==> src/hdl/frxc_pkg.sv <==
// ----------------------------------------------------------------------------
// frxc_pkg
// shared constants, status codes and sequencer states of the frame receiver
// ----------------------------------------------------------------------------
package frxc_pkg;

  localparam int BUF_DEPTH     = 32;
  localparam int NUM_RECEIVERS = 4;
  localparam int MAX_RESULTS   = 32;

  localparam int BUF_AW = $clog2(BUF_DEPTH);
  localparam int CNT_W  = $clog2(BUF_DEPTH + 1);
  localparam int RES_W  = $clog2(MAX_RESULTS);
  localparam int RX_W   = 2;
  localparam int TOT_W  = 16;
  localparam int CNT_DW = 2 * TOT_W;

  localparam int CFG_AW = 3;
  localparam int CFG_DW = 32;
  localparam int REG_IW = CFG_AW - 2;

  localparam logic [REG_IW-1:0] REG_ROTATE = '0;

  localparam logic [7:0] TOK_START = 8'h2A;
  localparam logic [7:0] TOK_CHECK = 8'h40;
  localparam logic [7:0] TOK_END   = 8'h21;
  localparam logic [7:0] TOK_NL    = 8'h0A;

  localparam logic [CNT_W-1:0] MIN_SPAN = CNT_W'(3);

  typedef enum logic [2:0] {
    ST_PAYLOAD  = 3'd0,
    ST_EMPTY    = 3'd1,
    ST_DISCARD  = 3'd2,
    ST_NO_START = 3'd3,
    ST_SHORT    = 3'd4,
    ST_BAD_POS  = 3'd5,
    ST_BAD_CSUM = 3'd6
  } status_t;

  typedef enum logic [3:0] {
    S_IDLE,
    S_CNT_RD,
    S_SCAN_RD,
    S_SCAN_USE,
    S_EVAL,
    S_XOR_RD,
    S_XOR_USE,
    S_CHK_RD,
    S_CHK_USE,
    S_UPD,
    S_PL_RD,
    S_PL_USE,
    S_EMIT,
    S_FIN
  } fsm_t;

endpackage

==> src/hdl/frxc_ram.sv <==
// ----------------------------------------------------------------------------
// frxc_ram
// generic single write port, single read port ram with registered read data
// ----------------------------------------------------------------------------
module frxc_ram #(
  parameter int WIDTH = 8,
  parameter int DEPTH = 32
) (
  input  logic                                      clk,
  input  logic                                      we,
  input  logic [((DEPTH > 1) ? $clog2(DEPTH) : 1)-1:0] waddr,
  input  logic [WIDTH-1:0]                          wdata,
  input  logic                                      re,
  input  logic [((DEPTH > 1) ? $clog2(DEPTH) : 1)-1:0] raddr,
  output logic [WIDTH-1:0]                          rdata
);

  logic [WIDTH-1:0] mem [DEPTH];
  logic [WIDTH-1:0] rdata_r;

  always_ff @(posedge clk) begin
    if (we) begin
      mem[waddr] <= wdata;
    end
    if (re) begin
      rdata_r <= mem[raddr];
    end
  end

  assign rdata = rdata_r;

endmodule

==> src/hdl/frame_receiver_xor_checksum_unit.sv <==
// ----------------------------------------------------------------------------
// frame_receiver_xor_checksum_unit
// frame receiver with xor checksum, rotating receivers and pass/fail counts
// ----------------------------------------------------------------------------
// Received bytes are stored in a 32-entry frame buffer ram; a byte that does
// not close a frame is taken without a stall and the next transfer can follow at
// once. A closing byte ('!', newline or a full buffer) starts the frame check,
// during which in_stall stays high. The check walks the buffer through its
// single read port, each access a read step and a use step: a scan of the
// stored bytes (cut short if the first is zero), the xor walk from '*' through
// '@' or to a zero byte, one read of the checksum byte, a count update in the
// counter ram unless the frame is discarded, then the payload transfers, or
// one status result for a failed, discarded or empty frame, which wait while
// the output is stalled. A rotation tick does not stall the input.
// Pass and fail counts live in a second small ram, cleared by per-receiver
// valid bits at reset; the frame buffer needs no clearing since a check only
// reads entries written since the last frame.
// ----------------------------------------------------------------------------
module frame_receiver_xor_checksum_unit
  import frxc_pkg::*;
(
  input  logic              clk,
  input  logic              rst_n,
  // input channel
  input  logic              in_valid,
  output logic              in_stall,
  input  logic              in_mode,
  input  logic [7:0]        in_rx_byte,
  // result channel
  output logic              out_valid,
  input  logic              out_stall,
  output logic [2:0]        out_status,
  output logic [RX_W-1:0]   out_receiver,
  output logic [7:0]        out_payload_byte,
  output logic              out_last,
  output logic [TOT_W-1:0]  out_pass_total,
  output logic [TOT_W-1:0]  out_fail_total,
  // configuration port
  input  logic              psel,
  input  logic              penable,
  input  logic              pwrite,
  input  logic [CFG_AW-1:0] paddr,
  input  logic [CFG_DW-1:0] pwdata,
  output logic [CFG_DW-1:0] prdata,
  output logic              pready
);

  // sequencer and frame state
  fsm_t                    state_r, state_nxt;
  logic [RX_W-1:0]         rx_r, rx_nxt, rx_adv;
  logic [CNT_W-1:0]        byte_cnt_r, byte_cnt_nxt;
  logic                    start_seen_r, start_seen_nxt;
  logic                    rotate_r, rotate_nxt;
  logic [BUF_AW-1:0]       a_r, a_nxt;
  logic [BUF_AW-1:0]       start_r, start_nxt;
  logic [BUF_AW-1:0]       at_r, at_nxt;
  logic                    start_fnd_r, start_fnd_nxt;
  logic                    at_fnd_r, at_fnd_nxt;
  logic [7:0]              cs_r, cs_nxt;
  status_t                 status_r, status_nxt;
  logic [RES_W-1:0]        n_r, n_nxt;
  logic [TOT_W-1:0]        pass_tot_r, pass_tot_nxt;
  logic [TOT_W-1:0]        fail_tot_r, fail_tot_nxt;
  logic [NUM_RECEIVERS-1:0] cnt_vld_r, cnt_vld_nxt;

  // output register
  logic                    out_valid_r, out_valid_nxt;
  status_t                 out_status_r, out_status_nxt;
  logic [RX_W-1:0]         out_rx_r;
  logic [7:0]              out_byte_r, out_byte_nxt;
  logic                    out_last_r, out_last_nxt;
  logic [TOT_W-1:0]        out_pass_r, out_fail_r;
  logic                    out_ld, out_free;

  // ram ports
  logic                    buf_we, buf_re;
  logic [BUF_AW-1:0]       buf_raddr;
  logic [7:0]              buf_rdata;
  logic                    cnt_we, cnt_re;
  logic [CNT_DW-1:0]       cnt_wdata, cnt_rdata;
  logic [TOT_W-1:0]        pass_cur, fail_cur;

  // config access
  logic                    cfg_wr;
  logic [REG_IW-1:0]       reg_idx;

  logic                    close_byte;
  logic                    pl_last;

  // frame buffer: written at the fill position, read by the check walks
  frxc_ram #(
    .WIDTH (8),
    .DEPTH (BUF_DEPTH)
  ) u_buf_ram (
    .clk   (clk),
    .we    (buf_we),
    .waddr (byte_cnt_r[BUF_AW-1:0]),
    .wdata (in_rx_byte),
    .re    (buf_re),
    .raddr (buf_raddr),
    .rdata (buf_rdata)
  );

  // per-receiver counts, pass in the upper half and fail in the lower half
  frxc_ram #(
    .WIDTH (CNT_DW),
    .DEPTH (NUM_RECEIVERS)
  ) u_cnt_ram (
    .clk   (clk),
    .we    (cnt_we),
    .waddr (rx_r),
    .wdata (cnt_wdata),
    .re    (cnt_re),
    .raddr (rx_r),
    .rdata (cnt_rdata)
  );

  // an entry never written since reset reads as zero
  assign pass_cur = cnt_vld_r[rx_r] ? cnt_rdata[CNT_DW-1:TOT_W] : '0;
  assign fail_cur = cnt_vld_r[rx_r] ? cnt_rdata[TOT_W-1:0]      : '0;

  assign rx_adv = (rx_r == RX_W'(NUM_RECEIVERS - 1)) ? '0 : rx_r + RX_W'(1);

  assign close_byte = (in_rx_byte == TOK_NL) || (in_rx_byte == TOK_END);

  // last payload transfer: next index reaches '@' or result limit reached
  assign pl_last = ((a_r + BUF_AW'(1)) == at_r) || (n_r == RES_W'(MAX_RESULTS - 1));

  // output slot may be reloaded when empty or being drained this cycle
  assign out_free = !out_valid_r || !out_stall;

  assign in_stall = (state_r != S_IDLE);
  assign buf_we   = in_valid && !in_stall && !in_mode;

  // configuration writes land directly, reads are combinational
  assign pready  = 1'b1;
  assign reg_idx = paddr[CFG_AW-1:2];
  assign cfg_wr  = psel && penable && pwrite;
  assign prdata  = (reg_idx == REG_ROTATE) ? CFG_DW'(rotate_r) : '0;

  always_comb begin
    state_nxt      = state_r;
    rx_nxt         = rx_r;
    byte_cnt_nxt   = byte_cnt_r;
    start_seen_nxt = start_seen_r;
    rotate_nxt     = rotate_r;
    a_nxt          = a_r;
    start_nxt      = start_r;
    at_nxt         = at_r;
    start_fnd_nxt  = start_fnd_r;
    at_fnd_nxt     = at_fnd_r;
    cs_nxt         = cs_r;
    status_nxt     = status_r;
    n_nxt          = n_r;
    pass_tot_nxt   = pass_tot_r;
    fail_tot_nxt   = fail_tot_r;
    cnt_vld_nxt    = cnt_vld_r;
    buf_re         = 1'b0;
    buf_raddr      = a_r;
    cnt_re         = 1'b0;
    cnt_we         = 1'b0;
    cnt_wdata      = {pass_tot_nxt, fail_tot_nxt};
    out_ld         = 1'b0;
    out_status_nxt = status_r;
    out_byte_nxt   = '0;
    out_last_nxt   = 1'b1;

    if (cfg_wr && (reg_idx == REG_ROTATE)) begin
      rotate_nxt = pwdata[0];
    end

    case (state_r)
      S_IDLE: begin
        if (in_valid) begin
          if (in_mode) begin
            // rotation tick: next receiver, drop the partial frame
            rx_nxt         = rx_adv;
            byte_cnt_nxt   = '0;
            start_seen_nxt = 1'b0;
          end else begin
            start_seen_nxt = start_seen_r || (in_rx_byte == TOK_START);
            byte_cnt_nxt   = start_seen_nxt ? byte_cnt_r + CNT_W'(1) : byte_cnt_r;
            if (close_byte || (byte_cnt_nxt == CNT_W'(BUF_DEPTH))) begin
              state_nxt = S_CNT_RD;
            end
          end
        end
      end
      S_CNT_RD: begin
        cnt_re        = 1'b1;
        a_nxt         = '0;
        start_fnd_nxt = 1'b0;
        at_fnd_nxt    = 1'b0;
        if (byte_cnt_r == '0) begin
          status_nxt = ST_DISCARD;
          state_nxt  = S_UPD;
        end else begin
          state_nxt = S_SCAN_RD;
        end
      end
      S_SCAN_RD: begin
        buf_re    = 1'b1;
        state_nxt = S_SCAN_USE;
      end
      S_SCAN_USE: begin
        // locate first '*' and first '@'
        if ((a_r == '0) && (buf_rdata == 8'h00)) begin
          status_nxt = ST_DISCARD;
          state_nxt  = S_UPD;
        end else begin
          if (!start_fnd_r && (buf_rdata == TOK_START)) begin
            start_fnd_nxt = 1'b1;
            start_nxt     = a_r;
          end
          if (!at_fnd_r && (buf_rdata == TOK_CHECK)) begin
            at_fnd_nxt = 1'b1;
            at_nxt     = a_r;
          end
          if ((CNT_W'(a_r) + CNT_W'(1)) == byte_cnt_r) begin
            state_nxt = S_EVAL;
          end else begin
            a_nxt     = a_r + BUF_AW'(1);
            state_nxt = S_SCAN_RD;
          end
        end
      end
      S_EVAL: begin
        if (!start_fnd_r) begin
          status_nxt = ST_NO_START;
          state_nxt  = S_UPD;
        end else if ((byte_cnt_r - CNT_W'(start_r)) <= MIN_SPAN) begin
          status_nxt = ST_SHORT;
          state_nxt  = S_UPD;
        end else if (!at_fnd_r || (at_r <= start_r) ||
                     ((CNT_W'(at_r) + CNT_W'(1)) >= byte_cnt_r)) begin
          status_nxt = ST_BAD_POS;
          state_nxt  = S_UPD;
        end else begin
          a_nxt     = start_r;
          cs_nxt    = '0;
          state_nxt = S_XOR_RD;
        end
      end
      S_XOR_RD: begin
        buf_re    = 1'b1;
        state_nxt = S_XOR_USE;
      end
      S_XOR_USE: begin
        // checksum walk ends at '@' or at a zero byte
        if (buf_rdata == 8'h00) begin
          state_nxt = S_CHK_RD;
        end else begin
          cs_nxt = cs_r ^ buf_rdata;
          if (a_r == at_r) begin
            state_nxt = S_CHK_RD;
          end else begin
            a_nxt     = a_r + BUF_AW'(1);
            state_nxt = S_XOR_RD;
          end
        end
      end
      S_CHK_RD: begin
        buf_re    = 1'b1;
        buf_raddr = at_r + BUF_AW'(1);
        state_nxt = S_CHK_USE;
      end
      S_CHK_USE: begin
        status_nxt = (cs_r == buf_rdata) ? ST_PAYLOAD : ST_BAD_CSUM;
        state_nxt  = S_UPD;
      end
      S_UPD: begin
        // saturating count update, written back to the counter ram unless discarded
        pass_tot_nxt = pass_cur;
        fail_tot_nxt = fail_cur;
        if (status_r == ST_PAYLOAD) begin
          pass_tot_nxt = (pass_cur == '1) ? pass_cur : pass_cur + TOT_W'(1);
        end else if (status_r != ST_DISCARD) begin
          fail_tot_nxt = (fail_cur == '1) ? fail_cur : fail_cur + TOT_W'(1);
        end
        cnt_wdata = {pass_tot_nxt, fail_tot_nxt};
        if (status_r != ST_DISCARD) begin
          cnt_we             = 1'b1;
          cnt_vld_nxt[rx_r]  = 1'b1;
        end
        if (status_r == ST_PAYLOAD) begin
          if ((start_r + BUF_AW'(1)) == at_r) begin
            status_nxt = ST_EMPTY;
            state_nxt  = S_EMIT;
          end else begin
            a_nxt     = start_r + BUF_AW'(1);
            n_nxt     = '0;
            state_nxt = S_PL_RD;
          end
        end else begin
          state_nxt = S_EMIT;
        end
      end
      S_PL_RD: begin
        buf_re    = 1'b1;
        state_nxt = S_PL_USE;
      end
      S_PL_USE: begin
        if (out_free) begin
          out_ld         = 1'b1;
          out_status_nxt = ST_PAYLOAD;
          out_byte_nxt   = buf_rdata;
          out_last_nxt   = pl_last;
          if (pl_last) begin
            state_nxt = S_FIN;
          end else begin
            a_nxt     = a_r + BUF_AW'(1);
            n_nxt     = n_r + RES_W'(1);
            state_nxt = S_PL_RD;
          end
        end
      end
      S_EMIT: begin
        if (out_free) begin
          out_ld    = 1'b1;
          state_nxt = S_FIN;
        end
      end
      S_FIN: begin
        // frame done: drop buffer contents, rotate if enabled and not discarded
        byte_cnt_nxt   = '0;
        start_seen_nxt = 1'b0;
        if (rotate_r && (status_r != ST_DISCARD)) begin
          rx_nxt = rx_adv;
        end
        state_nxt = S_IDLE;
      end
      default: begin
        state_nxt = S_IDLE;
      end
    endcase

    out_valid_nxt = out_ld ? 1'b1 : (out_stall ? out_valid_r : 1'b0);
  end

  // control state
  always_ff @(posedge clk) begin
    if (!rst_n) begin
      state_r      <= S_IDLE;
      rx_r         <= '0;
      byte_cnt_r   <= '0;
      start_seen_r <= 1'b0;
      rotate_r     <= 1'b0;
      cnt_vld_r    <= '0;
      out_valid_r  <= 1'b0;
    end else begin
      state_r      <= state_nxt;
      rx_r         <= rx_nxt;
      byte_cnt_r   <= byte_cnt_nxt;
      start_seen_r <= start_seen_nxt;
      rotate_r     <= rotate_nxt;
      cnt_vld_r    <= cnt_vld_nxt;
      out_valid_r  <= out_valid_nxt;
    end
  end

  // working registers of the check and the output payload
  always_ff @(posedge clk) begin
    a_r         <= a_nxt;
    start_r     <= start_nxt;
    at_r        <= at_nxt;
    start_fnd_r <= start_fnd_nxt;
    at_fnd_r    <= at_fnd_nxt;
    cs_r        <= cs_nxt;
    status_r    <= status_nxt;
    n_r         <= n_nxt;
    pass_tot_r  <= pass_tot_nxt;
    fail_tot_r  <= fail_tot_nxt;
    if (out_ld) begin
      out_status_r <= out_status_nxt;
      out_rx_r     <= rx_r;
      out_byte_r   <= out_byte_nxt;
      out_last_r   <= out_last_nxt;
      out_pass_r   <= pass_tot_r;
      out_fail_r   <= fail_tot_r;
    end
  end

  assign out_valid        = out_valid_r;
  assign out_status       = out_status_r;
  assign out_receiver     = out_rx_r;
  assign out_payload_byte = out_byte_r;
  assign out_last         = out_last_r;
  assign out_pass_total   = out_pass_r;
  assign out_fail_total   = out_fail_r;

endmodule
==> config.mk <==
export PLATFORM = sky130hd
export DESIGN_NAME = frame_receiver_xor_checksum_unit
export DESIGN_NICKNAME = d
export VERILOG_FILES = /design/src/hdl/frxc_pkg.sv /design/src/hdl/frxc_ram.sv /design/src/hdl/frame_receiver_xor_checksum_unit.sv
export SDC_FILE = /design/constraint.sdc
export NUM_CORES = 1
export LEC_CHECK = 0
export BUFFER_PORTS_ARGS = -buffer_cell sky130_fd_sc_hd__buf_2
export CORE_ASPECT_RATIO = 1.75
export CORE_MARGIN = 5
export CORE_UTILIZATION = 58
export CTS_CLUSTER_SIZE = 12
export DETAILED_ROUTE_END_ITERATION = 16
export GPL_ROUTABILITY_DRIVEN = 0
export PLACE_DENSITY = 0.86
export RECOVER_POWER = 100
export SLEW_MARGIN = 20
export SYNTH_ARGS = -nofsm -noshare
export SYNTH_HDL_FRONTEND = slang
export SYNTH_SLANG_ARGS = --single-unit
==> constraint.sdc <==
create_clock -name clk -period 8.4 [get_ports clk]
set_input_delay 0.84 -clock clk [delete_from_list [all_inputs] [get_ports clk]]
set_output_delay 0.84 -clock clk [all_outputs]
set_load 0.02 [all_outputs]
After elaboration in Yosys (flattened, before gate mapping):

Memory sizes are Yosys's and may differ from the RTL's. A register that Yosys moved wholly into a read port is not among the register bits.
Index checks and enable logic that the tools add are counted.

* flip-flop bits (word level): 130
* RAM bits: 384
* input bits: 51
* output and inout bits: 81
* memories: 2

* add/sub/neg operators: 11
* magnitude comparators: 5
* equal/unequal tests: 53
* mux-type cells: 94
* bitwise gates (word level): 4
* reduce and logical (&&, ||, !) cells: 50

Memories
* u_buf_ram.mem: words 32, bits a word 8, rd ports 1, clocked after memory_dff 1, wr ports 1, RTL line frxc_ram.sv:18 `logic [WIDTH-1:0] mem [DEPTH];`
* u_cnt_ram.mem: words 4, bits a word 32, rd ports 1, clocked after memory_dff 1, wr ports 1, RTL line frxc_ram.sv:18

Operators by type and width (number)
* $mux W16: 7
* $mux W5: 16
* $pmux W4 S13: 1
* $mux W4: 11
* $ne A2 B2 Y1 const B: 22
* $mux W3: 13
* $add A16 B1 Y16 const B: 2
* $eq A16 B16 Y1 const B: 2
* $mux W32: 1
* $mux W8: 4
* $pmux W5 S6: 1
* $eq A4 B4 Y1 const B: 6
* $eq A8 B6 Y1 const B: 3
* $mux W1: 21
* $add A5 B1 Y5 const B: 4
* $mux W6: 3
* $eq A4 B3 Y1 const B: 4
* $pmux W8 S2: 1
* $eq A5 B5 Y1: 3
* $pmux W3 S5: 1
* $reduce_and A5 Y1: 3
* $add A5 B1 Y6 const B: 2
* $mux W2: 6
* $pmux W6 S2: 1
* 47 further kinds: 79

Logic depth before layout (Yosys ltp):

* word-level depth: 9
* mapped depth: 13
* depth with buffers taken out: 11

Cells and area by module:

Synthesis repeated with hierarchy kept, for this count alone.

* cell total of the unflattened synthesis: 1411
* area total of the unflattened synthesis: 23561.3 um^2

By module, submodules not included
* frxc_ram (u_buf_ram): times used 1, cells each 417, area each 10133.5 um^2, seq. area each 7927.6 um^2
* frame_receiver_xor_checksum_unit: times used 1, cells each 791, area each 7777.5 um^2, seq. area each 3713.6 um^2
* frxc_ram (u_cnt_ram): times used 1, cells each 203, area each 5650.4 um^2, seq. area each 4804.6 um^2

Worst setup path before layout:

Ideal clock, no wire load.

* kind: register -> register
* start: register state_r[1]
* end: register state_r[0]
* library setup time: 58 ps
* arrival: 3693 ps
* path slack: 4650 ps
* cell stages (with the launch flop): 7
* path through: dfxtp_1 clkbuf_1 clkbuf_1 nor3_1 a21oi_1 a31oi_1 o21a_1

* cells in the longest elaborated chain, start to end: 3
* elaborated cells between the ends (all ways): 20
* those cells by class: 17 x eq/ne; 1 x mux; 2 x reduce/logical

Ends and longest elaborated chain
* start, declared: RTL line frame_receiver_xor_checksum_unit.sv:49 `fsm_t state_r, state_nxt;`
* start signal, assigned: RTL line frame_receiver_xor_checksum_unit.sv:351 `state_r <= state_nxt;`
* $eq A4 B4 Y1 or $logic_not A4 Y1 (tied branches): RTL line frame_receiver_xor_checksum_unit.sv:172 `case (state_r)`
* $ne A2 B2 Y1 (no line)
* $reduce_and A5 Y1 (no line)

Several ways; a longest one is shown, not always the timed one.
A chain may end at the register's enable or synchronous reset.

Worst setup path after layout:

* start: register rx_r[1]
* end: memory u_cnt_ram.mem[2][15] in the netlist's numbering (data pin)

* cells in the longest elaborated chain, start to end: 8
* elaborated cells between the ends (all ways): 9
* those cells by class: 1 x add/sub; 1 x eq/ne; 7 x mux

Ends and longest elaborated chain
* start, declared: RTL line frame_receiver_xor_checksum_unit.sv:50 `logic [RX_W-1:0] rx_r, rx_nxt, rx_adv;`
* start signal, assigned: RTL line frame_receiver_xor_checksum_unit.sv:352 `rx_r <= rx_nxt;`
* $bmux W1 S2 *: RTL line frame_receiver_xor_checksum_unit.sv:120 `assign fail_cur = cnt_vld_r[rx_r] ? cnt_rdata[TOT_W-1:0] : '0;`
* $mux W1 (not written as such) *: RTL line frame_receiver_xor_checksum_unit.sv:120
* $mux W16 *: RTL line frame_receiver_xor_checksum_unit.sv:120
* $add A16 B1 Y16 or $eq A16 B16 Y1 (tied branches): RTL line frame_receiver_xor_checksum_unit.sv:278 `fail_tot_nxt = (fail_cur == '1) ? fail_cur : fail_cur + TOT_W'(1);`
* $mux W16: RTL line frame_receiver_xor_checksum_unit.sv:278
* $mux W16: RTL line frame_receiver_xor_checksum_unit.sv:277 `end else if (status_r != ST_DISCARD) begin`
* $mux W16 *: RTL line frame_receiver_xor_checksum_unit.sv:275 `if (status_r == ST_PAYLOAD) begin`
* $mux W32 *: RTL line frame_receiver_xor_checksum_unit.sv:172
* net cnt_wdata[15]: RTL line frame_receiver_xor_checksum_unit.sv:80 `logic [CNT_DW-1:0] cnt_wdata, cnt_rdata;`
* end, declared: RTL line frxc_ram.sv:18

Mark *: on every way through the listed nets, which the timed path passes. The rest lies on a longest branch. The select of a mux whose other input is x is not followed.

==> results by stage <==
Clock network:
- The number of setup buffers added after CTS is 0.
- The latest clock arrival within the worst-skew pair is 600 ps.
- The clock transition time at the flip-flop clock pins of the worst setup and hold paths is 60 ps.
- The buffer cell driving the clock tree root is clkbuf_16.
- CTS built an H-tree with a depth of 2.
- The clock buffer count from CTS is 53.
- CTS saw 554 sinks.
- The clock passes through at most 3 buffers.
- The number of buffers inserted by hold repair at cts is 0.
- The clock tree from TritonCTS is built.
- The number of gates resized after cts is 0.

Placed design:
- The half-perimeter wire length after detailed placement is 34030 um.
- The count of input and output buffers is 66.
- At the placement stage, the worst setup path has a slack of 3939 ps.

Timing:
- The final-report max-slew violation count is just over 500.
- The final setup violation count is 0.
- The worst pin sits at a relative slew slack of -0.9352.
- The maximum frequency from static timing analysis is between 150 and 200 MHz.
- The final worst-path cycle share is 0.7291.
- On the final layout, the worst clock skew is 33.32 ps.
- After layout, the worst setup slack is 2275 ps.
- The final sum of negative setup slack is 0 ps.
- The slew at the pin with the worst max-slew slack is slightly below 3000 ps.
- The final number of hold-violating endpoints is 0.
- Setup repair after global routing left no endpoint under its margin.
- The clock period could shrink to 6125 ps.

GRT:
- The number of global-route vias before repair is 13910.
- The pin count of the biggest net entering global routing is 72.
- The wire length of the first global-routing pass is 80010 um.
- The total global routing track utilization is 0.2330.
- The total grt overflow is 0.
- The initial antenna violation count is 0.

Worst setup path:
- The highest net fanout along the worst path is 38.
- STA classifies the critical path endpoint as a flip-flop.
- The launch point of the worst path is rx_r[1].
- The data required time at the worst endpoint is 8720 ps.
- The launch instance of the worst register-to-register path is rx_r[1].
- The critical path is of the flip-flop to flip-flop type.
- STA classifies the critical path startpoint as a flip-flop.
- STA puts the critical path data arrival time at around 6400 ps.

Finish:
- Leaving out fill and tap cells, the most frequent cell in the layout is edfxtp_1.
- In the layout the commonest cells are edfxtp_1 (535), nand2_1 (111), nor2_1 (105).
- The fraction of final layout cells with drive strength greater than 1 is 0.1116.
- The number of diodes added for antenna fixing is 0.
- The post-synthesis to final-layout area growth is 9.020%.
- After the last flow step, the layout net total stands at 1623.

Drt:
- The detailed router placed 13280 vias in this run.
- The wire length after detailed routing is 52150 um.
- In the final routed layout, each cell accounts on average for 24.69 um.
- The iteration-0 DRC count of the detailed router is 1811.
- The DRC violation count after routing is 0.
- The number of iterations in the first detailed-routing pass is 9.
- The detail route stage leaves a number of antenna-violating nets equal to 0.
- The number of vias per cell is 6.288.

Yosys:
- The distinct cell type count after synthesis is 77.
- The synthesized design contains 535 enable-type register cells.
- The cell area after technology mapping is 23550 um2.
- After synthesis the netlist holds a flip-flop and latch count of 554.
- The proportion of register bits with asynchronous set or reset after synthesis is 0.
- The share of synthesized area occupied by flip-flops and latches is 0.6983.
- The mean area per synthesized cell is between 15 and 20 um2.
- The Yosys step of the flow raised 0 warnings.
- In the synthesized netlist the dominant register cell turns out to be edfxtp_1.
- The cell count after synthesis is 1460.

Floorplanning:
- The initial standard-cell utilization of the core is 0.5863.
- From left edge to right edge, the die measures approximately 160 um.
- 132 I/O pins were placed.
- The height of the die is between 200 and 300 um.
- The core region is 40170 um2.
- The number of placement rows is between 90 and 100.
- The floorplan step defined a die boundary enclosing 44900 um2.

Min path:
- The type of the worst min-delay path is flip-flop to flip-flop.
- In this run the most critical hold path is launched from fail_tot_r[12].

Pwr:
- The switching power of the nets is between 1 and 1.5 mW.
- The fraction of power spent switching nets is 0.1934.
- The share of total power dissipated in sequential elements is 0.577.
- The power density relative to cell area is 203.2 nW/um2.
- Of the total power, combinational logic draws 0.016.
- In this run the static leakage power is roughly 8.3 nW.
- The cell internal power dissipation is ~4.2 mW.
- VDD sags by at most 0.1539 mV.
- Of the total power, the clock network draws 0.407.

Outcome:
- The final reports fail on max-capacitance violations, max-slew violations.
- The flow ran to the end, but the final reports show violations.

Run:
- The max-capacitance violation count is 15.
flip-flops by register name, indices dropped and copies added, names as in the netlist, 3 cells and up:
| register | flops |
|---|---|
| u_cnt_ram.rdata | 32 |
| cnt_vld_r | 4 |
| out_status | 3 |
| out_pass_total | 16 |
| out_payload_byte | 8 |
| out_fail_total | 16 |
| u_buf_ram.mem | 256 |
| cs_r | 8 |
| u_cnt_ram.mem | 128 |
| a_r | 5 |
| u_buf_ram.rdata | 8 |
| start_r | 5 |
| n_r | 5 |
| fail_tot_r | 16 |
| status_r | 3 |
| state_r | 4 |
| at_r | 5 |
| pass_tot_r | 16 |
| byte_cnt_r | 6 |
area by class of cell:
| type | instances | area (um2) |
|---|---|---|
| clock buffers | 79 | 1445 |
| clock inverters | 5 | 37.54 |
| fillers | 2700 | 14500 |
| inverters | 30 | 112.6 |
| multi-input cells | 816 | 6616 |
| flip-flops and latches | 554 | 16450 |
| well taps | 544 | 680.7 |
| repair buffers | 84 | 337.8 |
Yosys cell counts (all sizes together), types with 6 or more instances:
master    n  area [um2]
xnor2    37       324.1
a22oi    27       202.7
o31ai    20       150.1
and3     23       148.9
clkbuf   41       153.9
nor2    105       394.1
inv      29       108.9
mux4     90        2027
o21ai    31       155.1
a21oi    27       135.1
nor3     30       150.1
nor3b     6       45.04
mux2i    23       230.2
a31oi     6       52.55
nand2   111       416.7
edfxtp  535       16070
nand4    17       106.4
o21a     10       75.07
or3       6       37.54
dfxtp    19       380.4
and2     13       83.83
xor2     27       236.5
a221oi   10       87.58
nor2b    11       68.82
ha       32       400.4
nor4      6       50.04
nand2b    9       56.30
and4      6       52.55
nand3    27       135.1
mux2      9       101.4
buf      49       337.8
per-stage QoR:
stage	std cells	power (mW)	hold WS [ps]	instance area, um2	util
final	2112	5.217	449.9	25680	0.6392
after global routing	2112	5.371	469.0	25680	0.6392
after CTS	2112	5.237	452.0	25850	0.6435
after detailed placement	2028	3.151	434.3	24370	0.6066
after global placement	2028	3.147	432.0	24370	0.6066
after floorplan	1490	3.127	422.2	23670	-
cells by family (layout without fill, tap and decap cells):
group                    Yosys count  count (layout)  share of synthesized area
XOR/XNOR                          65              65                    0.02476
other                              2              32                  0.0003189
adder cells (fa/ha/maj)           33              33                    0.01785
AND/OR/NAND/NOR                  388             388                    0.08048
AO/OA/AOI/OAI                    176             176                    0.05254
multiplexers                     122             122                     0.1001
buffers and inverters            120             198                    0.02566
flip-flops                       554             554                     0.6983
worst max-delay path, cell delays in order, from the launching register on:
cell and delay [ps]:
dfxtp_1 320, clkbuf_1 1730, mux4_2 670, and2_0 290, ha_1 260, and4_1 270
and2_0 200, a31oi_1 840, and3_1 440, and4_1 280, xnor2_1 100, o21ai_0 400
path summary, 6_finish.rpt:
check             cells past startpoint  slack (ps)                   end
setup / recovery                     11        2280  u_cnt_ram.mem[2][15]
hold / removal                        0         450    out_fail_total[12]
setup reg to reg                     11        2280  u_cnt_ram.mem[2][15]
hold reg to reg                       0         450    out_fail_total[12]
per-layer routing:
metal | share of wire | global-route usage | routed length (um)
met5 | 0 | 0 | 0
met4 | 0.072 | 0.1391 | 3731
met3 | 0.062 | 0.03783 | 3236
met2 | 0.55 | 0.4286 | 28570
met1 | 0.32 | 0.2463 | 16610
power groups by stage:
stage	clock (mW)	sequential [mW]	combinational [mW]
finish	2.12	3.01	0.0830
detailed placement	0	3.07	0.0827
CTS	2.14	3.01	0.0837
global route	2.27	3.01	0.0894
global placement	0	3.07	0.0792
floorplan	0	3.07	0.0583
Note: power is estimated with default switching activity, not from simulation.
